[src/rtl/core/elevation_color_ramp_top_assert.svh]
// Assertion macros for the elevation color ramp.
// Used by the interpolation pipeline module; needs a clock and a synchronous reset in scope.
`ifndef ELEVATION_COLOR_RAMP_TOP_ASSERT_SVH
`define ELEVATION_COLOR_RAMP_TOP_ASSERT_SVH

// Same-cycle implication, disabled during reset
`define ECR_ASSERT_IMPL(lbl, clk_sig, rst_sig, ante, cons, msg) \
  lbl: assert property (@(posedge clk_sig) disable iff (rst_sig) (ante) |-> (cons)) \
    else $error(msg);

// Next-cycle implication, disabled during reset
`define ECR_ASSERT_NEXT(lbl, clk_sig, rst_sig, ante, cons, msg) \
  lbl: assert property (@(posedge clk_sig) disable iff (rst_sig) (ante) |=> (cons)) \
    else $error(msg);

`endif

[src/rtl/core/ecr_pkg.sv]
// Shared constants, types and breakpoint field helpers for the color ramp.
// No dependencies; imported by every module of the block.
`default_nettype none

package ecr_pkg;

  localparam int MAX_POINTS     = 6;
  localparam int FRACTION_BITS  = 4;
  localparam int NUM_POINT_REGS = 6;

  localparam int ELEV_W    = 16;
  localparam int BP_W      = 20;
  localparam int COLOR_W   = 8;
  localparam int NUM_CH    = 3;
  localparam int PT_W      = BP_W + NUM_CH * COLOR_W;
  localparam int COUNT_W   = 3;
  localparam int CFG_IDX_W = 3;

  // Scaled sample width and the signed width that holds any difference
  localparam int X_W   = ELEV_W + FRACTION_BITS;
  localparam int CMP_W = ((X_W > BP_W) ? X_W : BP_W) + 1;

  // Divider: dividend is offset times color step, quotient is one color
  localparam int DX_W        = BP_W;
  localparam int N_W         = DX_W + COLOR_W;
  localparam int BITS_PER_ST = 2;
  localparam int DIV_STAGES  = COLOR_W / BITS_PER_ST;

  typedef enum logic [CFG_IDX_W-1:0] {
    REG_POINTS_IN_USE = 3'd0,
    REG_POINT_ZERO    = 3'd1,
    REG_POINT_ONE     = 3'd2,
    REG_POINT_TWO     = 3'd3,
    REG_POINT_THREE   = 3'd4,
    REG_POINT_FOUR    = 3'd5,
    REG_POINT_FIVE    = 3'd6
  } cfg_reg_t;

  // Segment chosen for one sample, handed to the interpolator
  typedef struct packed {
    logic [DX_W-1:0]                  dx;
    logic [DX_W-1:0]                  w;
    logic [NUM_CH-1:0][COLOR_W-1:0]   c0;
    logic [NUM_CH-1:0][COLOR_W-1:0]   dmag;
    logic [NUM_CH-1:0]                dneg;
    logic                             flat;
    logic                             clamp;
  } ecr_seg_t;

  // Sign-extended breakpoint elevation
  function automatic logic signed [CMP_W-1:0] bp_elev(input logic [PT_W-1:0] p);
    logic signed [BP_W-1:0] e;
    e = signed'(p[BP_W-1:0]);
    return CMP_W'(e);
  endfunction

  // One color channel: 0 blue, 1 green, 2 red
  function automatic logic [COLOR_W-1:0] bp_chan(input logic [PT_W-1:0] p, input int ch);
    return p[BP_W + COLOR_W * ch +: COLOR_W];
  endfunction

endpackage

`default_nettype wire

[src/rtl/core/elevation_color_ramp_top.sv]
// Top level of the elevation color ramp: configuration registers and segment search.
// Depends on ecr_pkg and ecr_interp.
`default_nettype none

// Maps one signed elevation sample per clock to a BGR pixel through up to six
// ascending breakpoints, while the output side does not stall. The pipeline is
// eight register stages deep: compare against all breakpoints, select the segment,
// multiply, four divider stages of two quotient bits each, and the output register.
// A sample can be accepted in every cycle unless the pipeline is stalled; empty
// stages are filled while a finished pixel waits. Breakpoint and count registers
// are written through the configuration channel, which is always ready and must
// only be used while no sample is in flight.
module elevation_color_ramp_top import ecr_pkg::*; (
  input  logic                        clk,
  input  logic                        rst,
  input  logic                        sample_valid,
  output logic                        sample_stall,
  input  logic signed [ELEV_W-1:0]    elevation,
  output logic                        pixel_valid,
  input  logic                        pixel_stall,
  output logic [COLOR_W-1:0]          blue,
  output logic [COLOR_W-1:0]          green,
  output logic [COLOR_W-1:0]          red,
  output logic                        clamped,
  input  logic                        cfg_valid,
  output logic                        cfg_ready,
  input  logic [CFG_IDX_W-1:0]        cfg_index,
  input  logic [PT_W-1:0]             cfg_data
);

  logic [COUNT_W-1:0]    points_in_use;
  logic [PT_W-1:0]       points [MAX_POINTS];
  logic [COUNT_W:0]      n_eff;
  logic [MAX_POINTS-1:0] last_sel;

  logic signed [CMP_W-1:0] x_in;
  logic [MAX_POINTS-1:0]   lt_in;
  logic                    gt_in;
  logic [PT_W-1:0]         p_last;

  logic                    v1;
  logic signed [CMP_W-1:0] x1;
  logic [MAX_POINTS-1:0]   lt1;
  logic                    gt1;
  logic                    en1;

  ecr_seg_t                seg_next;
  ecr_seg_t                s2;
  logic                    v2;
  logic                    en2;
  logic                    interp_stall;

  // Configuration writes; never back-pressured
  assign cfg_ready = 1'b1;

  always_ff @(posedge clk) begin
    if (rst) begin
      points_in_use <= COUNT_W'(NUM_POINT_REGS);
      for (int k = 0; k < MAX_POINTS; k++) begin
        points[k] <= '0;
      end
    end else if (cfg_valid && cfg_ready) begin
      if (cfg_index == REG_POINTS_IN_USE) begin
        points_in_use <= cfg_data[COUNT_W-1:0];
      end
      for (int k = 0; k < MAX_POINTS; k++) begin
        if (k < NUM_POINT_REGS &&
            cfg_index == CFG_IDX_W'(int'(REG_POINT_ZERO) + k)) begin
          points[k] <= cfg_data;
        end
      end
    end
  end

  // Clamp the point count and mark the last breakpoint in use
  always_comb begin
    if ({1'b0, points_in_use} < (COUNT_W+1)'(2)) begin
      n_eff = (COUNT_W+1)'(2);
    end else if ({1'b0, points_in_use} > (COUNT_W+1)'(MAX_POINTS)) begin
      n_eff = (COUNT_W+1)'(MAX_POINTS);
    end else begin
      n_eff = {1'b0, points_in_use};
    end
    for (int k = 0; k < MAX_POINTS; k++) begin
      last_sel[k] = (n_eff == (COUNT_W+1)'(k + 1));
    end
  end

  // Stage 1: scale the sample and compare it with every breakpoint
  always_comb begin
    x_in   = CMP_W'(elevation) <<< FRACTION_BITS;
    p_last = '0;
    for (int k = 0; k < MAX_POINTS; k++) begin
      lt_in[k] = x_in < bp_elev(points[k]);
      if (last_sel[k]) begin
        p_last = p_last | points[k];
      end
    end
    gt_in = x_in > bp_elev(p_last);
  end

  // Stage 2: pick the segment and form offset, width and color steps
  always_comb begin
    logic [MAX_POINTS-1:0]   seg_sel;
    logic                    found;
    logic                    below;
    logic                    ge_last;
    logic [PT_W-1:0]         lo;
    logic [PT_W-1:0]         hi;
    logic [PT_W-1:0]         p_end;
    logic signed [CMP_W-1:0] w_s;
    logic signed [CMP_W-1:0] dx_s;
    logic signed [COLOR_W:0] dc;
    seg_sel = '0;
    found   = 1'b0;
    lo      = '0;
    hi      = '0;
    p_end   = '0;
    for (int k = 0; k + 1 < MAX_POINTS; k++) begin
      seg_sel[k] = !found && lt1[k+1];
      found      = found || lt1[k+1];
      if (seg_sel[k]) begin
        lo = lo | points[k];
        hi = hi | points[k+1];
      end
    end
    for (int k = 0; k < MAX_POINTS; k++) begin
      if (last_sel[k]) begin
        p_end = p_end | points[k];
      end
    end
    below   = lt1[0];
    ge_last = !(|(lt1 & last_sel));
    if (below) begin
      lo = points[0];
      hi = points[0];
    end else if (ge_last) begin
      lo = p_end;
      hi = p_end;
    end
    w_s  = bp_elev(hi) - bp_elev(lo);
    dx_s = x1 - bp_elev(lo);

    seg_next.clamp = below || gt1;
    seg_next.flat  = below || ge_last || w_s[CMP_W-1] || (w_s == '0);
    seg_next.dx    = seg_next.flat ? '0 : dx_s[DX_W-1:0];
    seg_next.w     = seg_next.flat ? DX_W'(1) : w_s[DX_W-1:0];
    for (int ch = 0; ch < NUM_CH; ch++) begin
      dc = signed'({1'b0, bp_chan(hi, ch)}) - signed'({1'b0, bp_chan(lo, ch)});
      seg_next.c0[ch]   = bp_chan(lo, ch);
      seg_next.dneg[ch] = dc[COLOR_W];
      if (seg_next.flat) begin
        seg_next.dmag[ch] = '0;
      end else if (dc[COLOR_W]) begin
        seg_next.dmag[ch] = COLOR_W'(-dc);
      end else begin
        seg_next.dmag[ch] = dc[COLOR_W-1:0];
      end
    end
  end

  // Stage enables: advance when empty or when the next stage takes the item
  assign en2          = !v2 || !interp_stall;
  assign en1          = !v1 || en2;
  assign sample_stall = !en1;

  always_ff @(posedge clk) begin
    if (rst) begin
      v1 <= 1'b0;
      v2 <= 1'b0;
    end else begin
      if (en1) begin
        v1 <= sample_valid;
      end
      if (en2) begin
        v2 <= v1;
      end
    end
  end

  always_ff @(posedge clk) begin
    if (en1) begin
      x1  <= x_in;
      lt1 <= lt_in;
      gt1 <= gt_in;
    end
    if (en2) begin
      s2 <= seg_next;
    end
  end

  // Multiply, divide and blend
  ecr_interp u_interp (
    .clk         (clk),
    .rst         (rst),
    .seg_valid   (v2),
    .seg_stall   (interp_stall),
    .seg         (s2),
    .pixel_valid (pixel_valid),
    .pixel_stall (pixel_stall),
    .blue        (blue),
    .green       (green),
    .red         (red),
    .clamped     (clamped)
  );

endmodule

`default_nettype wire

[src/rtl/core/ecr_interp.sv]
// Interpolation pipeline: offset times color step, then a staged restoring divider.
// Depends on ecr_pkg and the assertion macro header.
`default_nettype none
`include "elevation_color_ramp_top_assert.svh"

module ecr_interp import ecr_pkg::*; (
  input  logic                clk,
  input  logic                rst,
  input  logic                seg_valid,
  output logic                seg_stall,
  input  ecr_seg_t            seg,
  output logic                pixel_valid,
  input  logic                pixel_stall,
  output logic [COLOR_W-1:0]  blue,
  output logic [COLOR_W-1:0]  green,
  output logic [COLOR_W-1:0]  red,
  output logic                clamped
);

  localparam int NS = DIV_STAGES + 2;

  typedef struct packed {
    logic [NUM_CH-1:0][N_W-1:0]      rem;
    logic [NUM_CH-1:0][COLOR_W-1:0]  quo;
    logic [DX_W-1:0]                 w;
    logic [NUM_CH-1:0][COLOR_W-1:0]  c0;
    logic [NUM_CH-1:0]               dneg;
    logic                            flat;
    logic                            clamp;
  } div_t;

  logic [NS-1:0]  vld;
  logic [NS-1:0]  en;
  div_t           st [DIV_STAGES+1];
  div_t           mul_next;
  div_t           div_next [DIV_STAGES];
  logic [NUM_CH-1:0][COLOR_W-1:0] color_next;
  logic [NUM_CH-1:0][COLOR_W-1:0] color;
  logic           flat_out;

  // Advance a stage when it is empty or its successor advances
  always_comb begin
    en[NS-1] = !vld[NS-1] || !pixel_stall;
    for (int i = NS - 2; i >= 0; i--) begin
      en[i] = !vld[i] || en[i+1];
    end
  end

  assign seg_stall = !en[0];

  // Form dividend: offset times color step magnitude
  always_comb begin
    mul_next = '0;
    mul_next.w     = seg.w;
    mul_next.c0    = seg.c0;
    mul_next.dneg  = seg.dneg;
    mul_next.flat  = seg.flat;
    mul_next.clamp = seg.clamp;
    for (int ch = 0; ch < NUM_CH; ch++) begin
      mul_next.rem[ch] = N_W'(seg.dx) * N_W'(seg.dmag[ch]);
    end
  end

  // Resolve two quotient bits per stage, most significant first
  always_comb begin
    div_t              d;
    logic [N_W-1:0]    trial;
    int                b;
    d     = '0;
    trial = '0;
    b     = 0;
    for (int j = 0; j < DIV_STAGES; j++) begin
      d = st[j];
      for (int s = 0; s < BITS_PER_ST; s++) begin
        b = COLOR_W - 1 - (j * BITS_PER_ST + s);
        trial = N_W'(d.w) << b;
        for (int ch = 0; ch < NUM_CH; ch++) begin
          if (d.rem[ch] >= trial) begin
            d.rem[ch]    = d.rem[ch] - trial;
            d.quo[ch][b] = 1'b1;
          end
        end
      end
      div_next[j] = d;
    end
  end

  // Apply the sign of the color step and add the base color
  always_comb begin
    div_t last;
    last = st[DIV_STAGES];
    for (int ch = 0; ch < NUM_CH; ch++) begin
      if (last.flat) begin
        color_next[ch] = last.c0[ch];
      end else if (last.dneg[ch]) begin
        color_next[ch] = last.c0[ch] - last.quo[ch];
      end else begin
        color_next[ch] = last.c0[ch] + last.quo[ch];
      end
    end
  end

  // Valid bits travel with the data
  always_ff @(posedge clk) begin
    if (rst) begin
      vld <= '0;
    end else begin
      if (en[0]) begin
        vld[0] <= seg_valid;
      end
      for (int i = 1; i < NS; i++) begin
        if (en[i]) begin
          vld[i] <= vld[i-1];
        end
      end
    end
  end

  // Stage payloads
  always_ff @(posedge clk) begin
    if (en[0]) begin
      st[0] <= mul_next;
    end
    for (int j = 0; j < DIV_STAGES; j++) begin
      if (en[j+1]) begin
        st[j+1] <= div_next[j];
      end
    end
    if (en[NS-1]) begin
      color    <= color_next;
      clamped  <= st[DIV_STAGES].clamp;
      flat_out <= st[DIV_STAGES].flat;
    end
  end

  assign pixel_valid = vld[NS-1];
  assign blue        = color[0];
  assign green       = color[1];
  assign red         = color[2];

  // Interior dividend must leave a quotient that fits one color
  `ECR_ASSERT_IMPL(a_dividend_bound, clk, rst, vld[0] && !st[0].flat, (st[0].rem[0] < (N_W'(st[0].w) << COLOR_W)) && (st[0].rem[1] < (N_W'(st[0].w) << COLOR_W)) && (st[0].rem[2] < (N_W'(st[0].w) << COLOR_W)), "dividend too large for color quotient")
  // Final remainder is below the divisor on every channel
  `ECR_ASSERT_IMPL(a_final_remainder, clk, rst, vld[NS-2] && !st[DIV_STAGES].flat, (st[DIV_STAGES].rem[0] < N_W'(st[DIV_STAGES].w)) && (st[DIV_STAGES].rem[1] < N_W'(st[DIV_STAGES].w)) && (st[DIV_STAGES].rem[2] < N_W'(st[DIV_STAGES].w)), "divider remainder not reduced")
  // A clamped pixel never comes from interpolation
  `ECR_ASSERT_IMPL(a_clamp_is_flat, clk, rst, pixel_valid && clamped, flat_out, "clamped pixel was interpolated")
  // A blocked first stage keeps its item
  `ECR_ASSERT_NEXT(a_mul_hold, clk, rst, vld[0] && !en[0], vld[0] && $stable(st[0]), "blocked multiply stage lost its item")

endmodule

`default_nettype wire

[config.mk]
export PLATFORM = sky130hd
export DESIGN_NAME = elevation_color_ramp_top
export DESIGN_NICKNAME = d
export VERILOG_FILES = /design/src/rtl/core/ecr_pkg.sv /design/src/rtl/core/elevation_color_ramp_top.sv /design/src/rtl/core/ecr_interp.sv
export VERILOG_INCLUDE_DIRS = /design/src /design/src/rtl/core
export SDC_FILE = /design/constraint.sdc
export NUM_CORES = 2
export LEC_CHECK = 0
export ABC_AREA = 1
export BUFFER_PORTS_ARGS = -buffer_cell sky130_fd_sc_hd__buf_2
export CAP_MARGIN = 20
export CORE_MARGIN = 1.5
export CORE_UTILIZATION = 60
export CTS_CLUSTER_DIAMETER = 80
export CTS_CLUSTER_SIZE = 20
export DETAILED_ROUTE_END_ITERATION = 10
export PLACE_DENSITY = 0.79
export SETUP_SLACK_MARGIN = 0.3
export SYNTH_ARGS = -nofsm -noshare
export SYNTH_HDL_FRONTEND = slang
export SYNTH_SLANG_ARGS = --single-unit
[constraint.sdc]
create_clock -name clk -period 30.9 [get_ports clk]
set_input_delay 0 -clock clk [delete_from_list [all_inputs] [get_ports clk]]
set_output_delay 0 -clock clk [all_outputs]
set_load 0.01 [all_outputs]
# --- After elaboration in Yosys (flattened, before gate mapping) ---
# Memory sizes are Yosys's and may differ from the RTL's.
# Index checks and enable logic that the tools add are counted.
# W data, S select, Z words.
totals:
  reg_bits: 152
  mem_bits_rw: 1049
  out_inout_bits: 28
  word_cells: 294
  mem_count: 2
classes:
  add_sub_neg: 38
  multipliers: 3
  magnitude_cmp: 33
  eq_ne: 12
  muxes: 121
  bitwise: 20
  reduce_logical: 38
mem_list:
  columns: ["memory", "words", "width", "read_ports", "rd_ports_with_merged_regs", "write_ports", "line", "source"]
  rows:
  - ["u_interp.st", 5, 157, 5, 0, 5, "ecr_interp.sv:34", "div_t st [DIV_STAGES+1];"]
  - ["points", 6, 44, 6, 0, 6, "elevation_color_ramp_top.sv:32", "logic [PT_W-1:0] points [MAX_POINTS];"]
ops:
  columns: ["op", "count"]
  rows:
  - ["$mux W44", 26]
  - ["$mux W28", 24]
  - ["$or A44 B44 Y44", 13]
  - ["$lt A20 B20 Y1", 6]
  - ["$ge A28 B20 Y1", 3]
  - ["$ge A28 B21 Y1", 3]
  - ["$ge A28 B22 Y1", 3]
  - ["$ge A28 B23 Y1", 3]
  - ["$ge A28 B24 Y1", 3]
  - ["$ge A28 B25 Y1", 3]
  - ["$ge A28 B26 Y1", 3]
  - ["$ge A28 B27 Y1", 3]
  - ["$mul A20 B8 Y28", 3]
  - ["$sub A28 B20 Y28", 3]
  - ["$sub A28 B21 Y28", 3]
  - ["$sub A28 B22 Y28", 3]
  - ["$sub A28 B23 Y28", 3]
  - ["$sub A28 B24 Y28", 3]
  - ["$sub A28 B25 Y28", 3]
  - ["$sub A28 B26 Y28", 3]
  - ["$sub A28 B27 Y28", 3]
  - ["$mux W8", 9]
  - ["$mux W1", 60]
  - ["$sub A8 B8 Y9", 3]
  - ["other kinds (24)", 73]

# --- Logic depth before layout (Yosys ltp) ---
logic_depth:
  word_depth: 20
  depth_mapped: 31
  mapped_depth_nobuf: 30

# --- Modules after synthesis ---
# From an unflattened synthesis, not the netlist that was laid out.
unflattened:
  hier_cells: 12070
  area_unflattened_um2: 94353.0
modules_own_cells:
  columns: ["mod", "n_inst", "cells_each", "area_each_um2", "seq_area_each_um2"]
  rows:
  - ["ecr_interp", 1, 9158, 69422.8, 19518.7]
  - ["elevation_color_ramp_top", 1, 2912, 24930.2, 11511.0]

# --- Least setup slack after synthesis ---
# No wires, ideal clock.
synth_timing:
  path_type: "flip-flop to flip-flop"
  startpoint: "reg u_interp.vld[5]"
  endpoint: "reg gt1 (enable)"
  t_arrival_ps: 16832
  required_ps: 30522
  slack_ps: 13690
  path_stages_with_launch: 16
  n_path_buf: 0
  period_less_slack_ps: 17210
  path_cell_list: "dfxtp_1 -> nand2_1 -> nor2_1 -> inv_1 -> nor2_1 -> inv_1 -> nor2_1 -> inv_1 -> nor2_1 -> inv_1 -> nor2_1 -> inv_1 -> nor2_1 -> inv_1 -> nor2_1 -> inv_1"
synth_via:
  elab_chain_cells: 9
synth_rtl:
  columns: ["item", "line", "source"]
  rows:
  - ["from (decl)", "ecr_interp.sv:32", "logic [NS-1:0] vld;"]
  - ["from (signal, indexed assignment)", "ecr_interp.sv:113", "vld[i] <= vld[i-1];"]
  - ["$logic_not A1 Y1", "ecr_interp.sv:43", "en[NS-1] = !vld[NS-1] || !pixel_stall;"]
  - ["$logic_or A1 B1 Y1", "ecr_interp.sv:43", null]
  - ["net u_interp.en[5]", "ecr_interp.sv:33", "logic [NS-1:0] en;"]
  - ["$logic_or A1 B1 Y1", "ecr_interp.sv:45", "en[i] = !vld[i] || en[i+1];"]
  - ["net u_interp.en[4]", "ecr_interp.sv:33", null]
  - ["$logic_or A1 B1 Y1", "ecr_interp.sv:45", null]
  - ["net u_interp.en[3]", "ecr_interp.sv:33", null]
  - ["$logic_or A1 B1 Y1", "ecr_interp.sv:45", null]
  - ["net u_interp.en[2]", "ecr_interp.sv:33", null]
  - ["$logic_or A1 B1 Y1", "ecr_interp.sv:45", null]
  - ["net u_interp.en[1]", "ecr_interp.sv:33", null]
  - ["$logic_or A1 B1 Y1", "ecr_interp.sv:45", null]
  - ["net u_interp.en[0]", "ecr_interp.sv:33", null]
  - ["$logic_or A1 B1 Y1", "elevation_color_ramp_top.sv:163", "assign en2 = !v2 || !interp_stall;"]
  - ["net en2", "elevation_color_ramp_top.sv:50", "logic en2;"]
  - ["$logic_or A1 B1 Y1", "elevation_color_ramp_top.sv:164", "assign en1 = !v1 || en2;"]
  - ["to (signal assigned)", "elevation_color_ramp_top.sv:185", "gt1 <= gt_in;"]
  - ["to (decl)", "elevation_color_ramp_top.sv:44", "logic gt1;"]
# The timed path passes the listed nets, and every way through them passes these cells.
# A chain may end at the register's enable or synchronous reset.

==> metrics.txt <==
Worst Reg-to-Reg Cells 21; first-pass GRT wire length 464300 um; Worst Clk Skew between 0.05 and 0.06 ns; setup violators final 0; DRC Markers 0; CTS tree built; largest net degree at the start of global routing 80; Detail Placement HPWL 235200 um; register-to-register setup slack ~23 ns; Final #Nets 12898; Worst Setup End Kind flop; Core Region 152600 sq um; worst r2r src u_interp.st[0][30]; H-tree levels 3; Initial DRT Pass Iterations 8; routability cong. 1.043; Arrival @ worst endpoint 8.39 ns; initial antenna violation count 6; hold depth 4; Crit Reg-Reg Endpoint u_interp.st[0][237]; top post-synthesis cells by area edfxtp_1, ha_1, nand2_1, fa_1, inv_1; Slew headroom 0.2062; Die X roughly 400 um; Sink Count 1037; Yosys top cell area share 0.3329; Critical Path Source u_interp.st[0][30]; syn_nets 12826; Hold Crit Class input port to flop; synthesis-to-finish area growth 6.733%; Post-synth EDFFs roughly 1000; wire per inst approximately 22 um; post-synth top area cell edfxtp_1; post-synthesis async set-or-reset flop share 0; Via density 6.109; Skew-Pair Late Insertion Delay 0.75 ns; post-route ant nets 0; # rows 143; vias in the first global route 82196; Setup crit start kind flop; Cell Area, Synth 92560 sq um; IO Count 96; DIE AREA approximately 160000 sq um; synth unique cells 74; Endpoint, Worst Hold points[0][157]; port bufs 94; Max-Cap Viols 0; Top FF cell, synth edfxtp_1; clock root buffer clkbuf_16; total global-route track usage 0.3817; Final period util 0.2554; CTS Buffer Depth 3; status complete, no violations; FMAX 126.7 MHz; # Post-CTS Setup Buffers 0; Clock transition at path regs 0.09 ns; Worst Tran Pin Value ~1.2 ns; Yosys warnings 0; most frequent cells after synthesis nand2_1, inv_1, nor2_1, edfxtp_1, a21oi_1; Die Y around 400 um; initial core utilization 0.6065; fraction of final layout cells sized beyond drive strength 1 0.04471; setup TNS 0 ns; Slew Limit Fails 0; kind of critical path flop to flop; synthesized area per cell 7.991 sq um; FF+latch count, synth roughly 1000; Required @ worst endpoint 31.40 ns; grt ovf 0; DRT iter0 DRCs 8924; final critical-path required period ~7.9 ns; RSZ-0062 raised after global routing no; peak fanout along the critical path 29; final WL 305200 um; Cells after Synth 11583; most frequent cell after synthesis nand2_1; via count 84019; sequential fraction of the synthesis area 0.3352; Hold Startpoint cfg_data[25]; clock buffer count from CTS 80; PostCTS Resize Cnt 0; Fin. Hold Viols 0
placed cells by master, fill, tap and decap left out, drive strengths merged, types with 47 or more instances in the layout:
| master | synthesis | layout |
|---|---|---|
| nand2 | 2630 | 2630 |
| inv | 1713 | 1736 |
| nor2 | 1086 | 1086 |
| edfxtp | 1026 | 1026 |
| a21oi | 916 | 916 |
| ha | 823 | 823 |
| o21ai | 736 | 736 |
| nand3 | 447 | 447 |
| fa | 352 | 352 |
| xor2 | 315 | 315 |
| buf | 95 | 219 |
| xnor2 | 192 | 192 |
| nand4 | 192 | 192 |
| nor3 | 119 | 119 |
| o22ai | 114 | 114 |
| clkbuf | 207 | 101 |
| a21o | 78 | 78 |
| o21bai | 77 | 77 |
| dlygate4sd3 | 0 | 73 |
| a221oi | 50 | 50 |
| o221ai | 49 | 49 |
| a31oi | 47 | 47 |
state kept, by name, indices dropped and copies added, names as in the netlist, 3 cells and up:
register / count
u_interp.green: 8
x1: 16
u_interp.vld: 6
u_interp.st: 621
points_in_use: 3
u_interp.blue: 8
points: 264
s2: 93
lt1: 6
u_interp.red: 8
critical path, cell delays in order, from the launching register on:
cell and delay [ns]:
edfxtp_1 0.55, inv_1 0.50, ha_1 0.35, nand2_1 0.07, o21ai_1 0.13, a21oi_1 0.37
inv_1 0.07, nand2_1 0.06, nand3_1 0.57, inv_1 0.91, nand2_1 0.10, o31ai_1 0.16
ha_1 0.36, a21oi_1 0.17, o21ai_0 0.16, a21oi_1 0.42, o21ai_0 0.27, nand2_1 0.14
o2111ai_1 0.13, a21oi_2 0.84, nand3_1 0.85, o21ai_0 0.46
worst max path at each step:
stage	to	slack, ns	cells after the start
2_1_floorplan	gt1	13.69	15
3_5_place_dp	u_interp.st[0][237]	23.18	21
6_report	u_interp.st[0][237]	23.01	21
3_3_place_gp	u_interp.st[0][237]	23.43	22
4_1_cts	u_interp.st[0][237]	23.13	21
5_1_grt	u_interp.st[0][237]	22.52	21
cell type report:
cell class	count	area, sq um
Clock buffer	101	2091
Tap cell	2030	2540
Inverter	1715	6460
Timing Repair Buffer	292	2180
Clock inverter	46	649.4
Antenna cell	3	7.507
Fill cell	12866	53830
Sequential cell	1037	31030
Multi-Input combinational cell	8529	53830
cell families after synthesis:
family | count (synthesis) | synth area share
AO/OA/AOI/OAI | 2244 | 0.1383
XOR/XNOR | 507 | 0.04798
adder cells (fa/ha/maj) | 1175 | 0.1874
buffers and inverters | 2017 | 0.08399
flip-flops | 1037 | 0.3352
multiplexers | 3 | 0.0003650
other | 1 | 0.00004051
AND/OR/NAND/NOR | 4599 | 0.2067
per-layer routing:
metal	track usage	wire [um]
met5	0	40
met3	0.05544	28300
met4	0.1868	17220
met2	0.6180	137600
met1	0.5025	122000
stage by stage:
stage / hold WS (ns) / cell area (sq um) / setup slack (ns) / util / instances
floorplan: 0.09887 / 92560 / 13.69 / - / 11583
global placement: 0.2100 / 95260 / 23.43 / 0.6241 / 13528
detailed placement: 0.2127 / 95260 / 23.18 / 0.6241 / 13528
CTS: 0.1214 / 98730 / 23.13 / 0.6469 / 13748
global route: 0.1678 / 98780 / 22.52 / 0.6473 / 13750
finish: 0.1636 / 98790 / 23.01 / 0.6473 / 13753
timing repair:
item | CTS | global route
endpoints found under the setup margin | 0 | 0
hold buffers | 73 | 0
hold endpoints to repair | 322 | 0
Power is not shown: default switching activity piles up to over one toggle a cycle in this logic, so the estimate is an artifact.
